## src/hdl/mbc_pkg.sv

```systemverilog
// ----------------------------------------------------------------------------
// mbc_pkg
// Shared constants, types and controller/datapath links for the maze carver.
// ----------------------------------------------------------------------------
package mbc_pkg;

	localparam int MAX_WIDTH   = 32;
	localparam int MAX_HEIGHT  = 32;
	localparam int DIR_COUNT   = 4;
	localparam int COORD_W     = 5;
	localparam int CFG_W       = 6;
	localparam int STACK_DEPTH = MAX_WIDTH * MAX_HEIGHT;
	localparam int CELL_AW     = $clog2(STACK_DEPTH);
	localparam int DEPTH_W     = CELL_AW + 1;
	localparam int TRIED_W     = 3;
	localparam int EPOCH_W     = 4;
	localparam int ENTRY_W     = 2 * COORD_W + 2 + TRIED_W;

	localparam logic [EPOCH_W-1:0] EPOCH_MAX = '1;

	// directions
	localparam logic [1:0] DIR_WEST  = 2'd0;
	localparam logic [1:0] DIR_SOUTH = 2'd1;
	localparam logic [1:0] DIR_EAST  = 2'd2;
	localparam logic [1:0] DIR_NORTH = 2'd3;

	// configuration register indexes
	localparam logic REG_GRID_WIDTH  = 1'b0;
	localparam logic REG_GRID_HEIGHT = 1'b1;

	// wall kinds
	localparam logic WALL_TOP  = 1'b0;
	localparam logic WALL_LEFT = 1'b1;

	typedef enum logic [2:0] {
		ST_CLEAR,
		ST_IDLE,
		ST_ENTER,
		ST_CHECK,
		ST_MAP_WAIT,
		ST_POP_WAIT,
		ST_EMIT
	} state_t;

	typedef struct packed {
		logic [COORD_W-1:0] x;
		logic [COORD_W-1:0] y;
		logic [1:0]         first;
		logic [TRIED_W-1:0] tried;
	} entry_t;

	typedef struct packed {
		logic clr_step;
		logic load_in;
		logic enter;
		logic try_dir;
		logic pop;
		logic load_top;
		logic take_nb;
		logic res_carve;
		logic res_done;
		logic emit;
	} cmd_t;

	typedef struct packed {
		logic clr_last;
		logic need_clr;
		logic finished;
		logic depth_zero;
		logic tried_full;
		logic nb_border;
		logic nb_visited;
		logic out_busy;
	} stat_t;

endpackage

```

## src/hdl/mbc_ctrl.sv

```systemverilog
// ----------------------------------------------------------------------------
// mbc_ctrl
// Sequencer: map clearing, cell entry, direction search, backtrack, result.
// ----------------------------------------------------------------------------
module mbc_ctrl (
	input  logic           clk,
	input  logic           arst_n,
	input  logic           in_valid,
	output logic           in_ready,
	input  mbc_pkg::stat_t stat,
	output mbc_pkg::cmd_t  cmd
);
	import mbc_pkg::*;

	state_t state_q, state_d;
	logic   after_q, after_d;   // clearing pass belongs to an item

	// state register
	always_ff @(posedge clk or negedge arst_n) begin
		if (!arst_n) begin
			state_q <= ST_CLEAR;
			after_q <= 1'b0;
		end else begin
			state_q <= state_d;
			after_q <= after_d;
		end
	end

	// next state
	always_comb begin
		state_d = state_q;
		after_d = after_q;
		case (state_q)
			ST_CLEAR: begin
				if (stat.clr_last) begin
					state_d = after_q ? ST_ENTER : ST_IDLE;
					after_d = 1'b0;
				end
			end
			ST_IDLE: begin
				if (in_valid) begin
					state_d = stat.need_clr ? ST_CLEAR : ST_ENTER;
					after_d = stat.need_clr;
				end
			end
			ST_ENTER: begin
				state_d = stat.finished ? ST_EMIT : ST_CHECK;
			end
			ST_CHECK: begin
				if (stat.depth_zero) begin
					state_d = ST_EMIT;
				end else if (stat.tried_full) begin
					state_d = ST_POP_WAIT;
				end else if (!stat.nb_border) begin
					state_d = ST_MAP_WAIT;
				end
			end
			ST_MAP_WAIT: begin
				state_d = stat.nb_visited ? ST_CHECK : ST_EMIT;
			end
			ST_POP_WAIT: begin
				state_d = ST_CHECK;
			end
			ST_EMIT: begin
				if (!stat.out_busy) begin
					state_d = ST_IDLE;
				end
			end
			default: begin
				state_d = ST_IDLE;
			end
		endcase
	end

	// commands
	always_comb begin
		cmd      = '0;
		in_ready = 1'b0;
		case (state_q)
			ST_CLEAR: begin
				cmd.clr_step = 1'b1;
			end
			ST_IDLE: begin
				in_ready    = 1'b1;
				cmd.load_in = in_valid;
			end
			ST_ENTER: begin
				if (stat.finished) begin
					cmd.res_done = 1'b1;
				end else begin
					cmd.enter = 1'b1;
				end
			end
			ST_CHECK: begin
				if (stat.depth_zero) begin
					cmd.res_done = 1'b1;
				end else if (stat.tried_full) begin
					cmd.pop = 1'b1;
				end else begin
					cmd.try_dir = 1'b1;
				end
			end
			ST_MAP_WAIT: begin
				if (!stat.nb_visited) begin
					cmd.take_nb   = 1'b1;
					cmd.res_carve = 1'b1;
				end
			end
			ST_POP_WAIT: begin
				cmd.load_top = 1'b1;
			end
			ST_EMIT: begin
				cmd.emit = !stat.out_busy;
			end
			default: begin
				cmd = '0;
			end
		endcase
	end

endmodule

```

## config.mk

```make
export PLATFORM = sky130hd
export DESIGN_NAME = mbc_ctrl
export DESIGN_NICKNAME = d
export VERILOG_FILES = /design/src/hdl/mbc_pkg.sv /design/src/hdl/mbc_ctrl.sv
export SDC_FILE = /design/constraint.sdc
export NUM_CORES = 1
export LEC_CHECK = 0
export ABC_CLOCK_PERIOD_IN_PS = 2500
export BUFFER_PORTS_ARGS = -buffer_cell sky130_fd_sc_hd__buf_4
export CAP_MARGIN = 20
export CORE_AREA = 2 2 39 41
export CTS_CLUSTER_DIAMETER = 40
export CTS_CLUSTER_SIZE = 20
export DETAILED_ROUTE_END_ITERATION = 7
export DIE_AREA = 0 0 41 43
export MAX_ROUTING_LAYER = met4
export PLACE_DENSITY_LB_ADDON = 0.15
export SLEW_MARGIN = 20
export SYNTH_ARGS = -nofsm -noshare
export SYNTH_HDL_FRONTEND = slang
export SYNTH_SLANG_ARGS = --single-unit
```

## constraint.sdc

```tcl
create_clock -name clk -period 2.5 [get_ports clk]
set_input_delay 0 -clock clk [delete_from_list [all_inputs] [get_ports clk]]
set_output_delay 0 -clock clk [all_outputs]
set_load 0.03 [all_outputs]
```

**Word-level counts from Yosys, hierarchy flattened**

Cells that the tools add are included.

- Register bits: 4
- Bits of input ports: 11
- Output and inout port bits: 11
- Word-level logic and storage cells: 47

- Equal/unequal tests: 10
- Mux-type cells: 30
- Reductions and logical operators: 5

Operators by type and width:

| kind | number |
|---|---|
| two-way mux 3 bit | 8 |
| one-hot mux 3 bit (7 select lines) | 1 |
| two-way mux 1 bit | 13 |
| two-way mux 2 bit | 6 |
| equality test 3 bit, second input constant | 3 |
| equality test 3 x 2 -> 1 bit, second input constant | 2 |
| != test 2 bit, second input constant | 3 |
| != test 4 bit, second input constant | 1 |
| one-hot mux 1 bit (2 select lines) | 2 |
| AND reduction 4 bit | 1 |
| equality test 3 x 1 -> 1 bit, second input constant | 1 |
| logical NOT 3 bit | 1 |
| AND reduction 3 bit | 1 |
| nonzero test 2 bit | 1 |
| logical NOT 1 bit | 1 |

**Logic depth before layout (Yosys ltp)**

- Depth after elaboration: 4
- Gate-level depth with buffers: 5
- Depth with buffers taken out: 4

**Least setup slack after synthesis**

OpenSTA, ideal clock, no wires.

- Path kind: reg2out
- Start point: register state_q[0]
- End point: output cmd[7] (netlist bit)
- Data arrival time: 1.770 ns
- Required time: 2.500 ns
- Setup slack: 0.730 ns
- Stages on the path, launching flop included: 4
- Buffers on the path: 2
- Cell sequence: dfrtp_1 -> buf_6 -> clkbuf_1 -> nor4b_1

RTL lines:

| item | line | source |
|---|---|---|
| from (decl) | mbc_ctrl.sv:15 | `state_t state_q, state_d;` |
| from (signal assigned) | mbc_ctrl.sv:24 | `state_q <= state_d;` |
| to (decl) | mbc_ctrl.sv:11 | `output mbc_pkg::cmd_t cmd` |

**Final worst setup path**

- Start point: register state_q[0]
- End point: register state_q[1]

- Longest elaborated chain between the ends: 3
- Elaborated cells between the ends (all ways): 13
- Classes of those cells: 10 x eq/ne; 1 x mux; 2 x reduce/logical

Ends and longest elaborated chain:

| item | line | source |
|---|---|---|
| equality test 3 x 2 -> 1 bit, or another cell as far along | mbc_ctrl.sv:33 | `case (state_q)` |
| != test 4 bit (no line) / != test 2 bit (equally long branches) | - |  |
| AND reduction 4 bit (no line) | - |  |

Several ways; a longest one is shown, not always the timed one.
A chain may end at the register's enable or synchronous reset.

==> results.cfg <==
[floorplanning]
core_area_um2 = 1380
dieWidth_um = 41
initial_utilization_pct = 32.5
floorplan.rows = 14
floorplan.die_area_um2 = 1760
floorplan.die.height_um = 43
ioPinCount = 22

[cts]
max-clock-path-buffers = 2
cts_buffers = 3
worstSkewPairLatency_ns = 0.23
htree_num_levels = 1
cts.repair.resized = 0
cts_sinks = 4
clock_tree_from_tritoncts = yes
cts-root-buf = sky130_fd_sc_hd__clkbuf_4
cts.clk_slew.worst_paths_ns = 0.04

[timing]
period_share_pct = 71.9
timing.hold.ws_ns = 0.103
hold_viol_final = 0
setup_viol = 0
timing.slew.headroom_pct = 61.7
timing_worst_slew_pin_value_ns = 0.574
grt_setup_unrepaired = no
min_period_ns = 1.80
setup_total_negative_slack_ns = 0
timing_limited_maximum_frequency_mhz = 556
finalMaxSlewViolations = 0
setup_skew_ns = 0.000223

[yosys]
synth.net_count = 61
synth-edff-count = 0
yosys_top_cell_area_share_pct = 22.3
synth_largest_area_cell = sky130_fd_sc_hd__dfrtp_1
yosys_warnings = 0
synth.cell_area_um2 = 449
yosys.cell_types.count = 30
yosys_most_used_dff = sky130_fd_sc_hd__dfrtp_1
asyncSetResetFlopFracSynth_pct = 100
ys_ff_latch = 4
seq_area_frac_synth_pct = 22.3
netlist_instances = 50
synth_top_cells_by_area = sky130_fd_sc_hd__dfrtp_1 (22%), sky130_fd_sc_hd__buf_6 (7.5%), sky130_fd_sc_hd__nor2_1 (6.7%)
avgSynthCellArea_um2 = 8.98

[final_layout]
drive_above_1_share_pct = 45.7
mostFrequentLayoutCell = sky130_fd_sc_hd__buf_4
final-instance-count-excl-fill = 86
num-nets-final = 83
fill_cells = 139
most-common-layout-cells = sky130_fd_sc_hd__buf_4 (21), sky130_fd_sc_hd__nor2_1 (8), sky130_fd_sc_hd__dfrtp_1 (4)
syn_to_final_growth_pct = 36.8
insertedDiodeCount = 0

[critical_path]
timing.critical_path.required_ns = 2.61
start_kind = flop
setup.worst_path.class = flop to flop
cp-end-kind = flop
maximum_fanout_count_along_the_critical_path = 19
worstPathArrival_ns = 1.91

[placement]
place.detailed.hpwl_um = 722
cell_total_after_placement = 82
gp_routability_congestion = 0.711
port_buffers = 21

[routing]
route.top_layer_used = met3
drt-total-wl_um = 958
drt_first_iter_violations = 1
drt.antenna.violating_nets = 0
detailedRoute.firstPassIterationCount = 3
via_count = 418
met1Wirelength_um = 455
routed-wl-met2_um = 433
drcViolationCount = 0
wire_per_inst_um = 11.1
viasPerCell = 4.86
met3WireLength_um = 68

[pwr]
total_power_uw = 741
total_leakage_power_nw = 0.301
power.density_nw_per_um2 = 1210
worst_ir_drop_on_vdd_mv = 0.583

[global_route]
grt_pass1_wl_um = 1660
global_route.usage.total_pct = 14.0
number_of_global_route_vias_before_repair = 378
maximum_number_of_pins_on_one_net_before_global_route_repair = 20
grt_antenna_before_repair = 0
global_route.overflow_total = 0

[job]
cap_viol_max_count = 0

[run_status]
run_status = finished clean

[worst_hold_path]
hold_class = input port to asynchronous set/reset pin
==> routing by layer <==
metal	vias to the layer above	global-route usage (%)
met1	187	20.7
met4	0	2.00
met5	-	-
met3	0	6.28
li1	217	-
met2	14	17.8
==> kinds of logic (layout without fill, tap and decap cells) <==
| logic type | count (synthesis) | count (layout) | synth area share [%] |
|---|---|---|---|
| flip-flops | 4 | 4 | 22.3 |
| AND/OR/NAND/NOR | 24 | 24 | 39.6 |
| AO/OA/AOI/OAI | 12 | 12 | 16.7 |
| multiplexers | 4 | 4 | 10.6 |
| buffers and inverters | 6 | 26 | 10.9 |
==> path summary, 6_finish.rpt <==
kind,depth (start not counted),start,end,slack [ns]
worst min register to register,1,after_q,after_q,0.57
worst max-delay path,4,state_q[0],state_q[1],0.70
worst min-delay path,2,arst_n,state_q[2],0.10
min in group clk,3,stat[2],state_q[2],0.12
max in group asynchronous,2,arst_n,state_q[0],2.30
worst max register to register,4,state_q[0],state_q[1],0.70
==> critical path: stages, from the launching register on <==
cell	delay, ns
sky130_fd_sc_hd__dfrtp_1	0.70
sky130_fd_sc_hd__mux2_1	0.40
sky130_fd_sc_hd__o21ai_2	0.15
sky130_fd_sc_hd__a21o_1	0.13
sky130_fd_sc_hd__mux2_4	0.30
==> layout make-up <==
class	instances	area, um^2	share of cell area [%]
multi-input combinational	40	300	48.9
timing repair buffer	22	168	27.3
sequential	4	100	16.3
clock buffer	3	22.5	3.67
tap	16	20.0	3.26
inverter	1	3.75	0.611
==> power breakdown <==
part           switching (mW)  internal [mW]
sequential              0.105         0.0965
combinational           0.213          0.248
clock                  0.0249         0.0536
==> metrics by stage <==
step | setup WS [ns] | instance area (um^2) | utilization (%)
finish | 0.703 | 614 | 44.4
global route | 0.516 | 614 | 44.4
CTS | 0.699 | 614 | 44.4
detailed placement | 0.716 | 582 | 42.0
global placement | 0.743 | 582 | 42.0
floorplan | 0.730 | 449 | -
==> registers in the layout, summed over array words and instances, names as in the netlist <==
register  cells
after_q       1
state_q       3
==> cell usage after synthesis, types with 2 or more instances <==
cell and instances:
sky130_fd_sc_hd__buf_6 3, sky130_fd_sc_hd__a21o_1 2, sky130_fd_sc_hd__and2_1 2, sky130_fd_sc_hd__dfrtp_1 4, sky130_fd_sc_hd__a21oi_1 2, sky130_fd_sc_hd__nor2_1 8
sky130_fd_sc_hd__o22ai_1 2, sky130_fd_sc_hd__o21ai_0 3, sky130_fd_sc_hd__nand2_1 3
==> timing repair <==
action                                  CTS  global route
hold endpoints to repair                  4             0
endpoints found under the setup margin    0             0
setup buffers                             0             0
hold buffers                              1             0
Power figures use the tool's default switching activity.
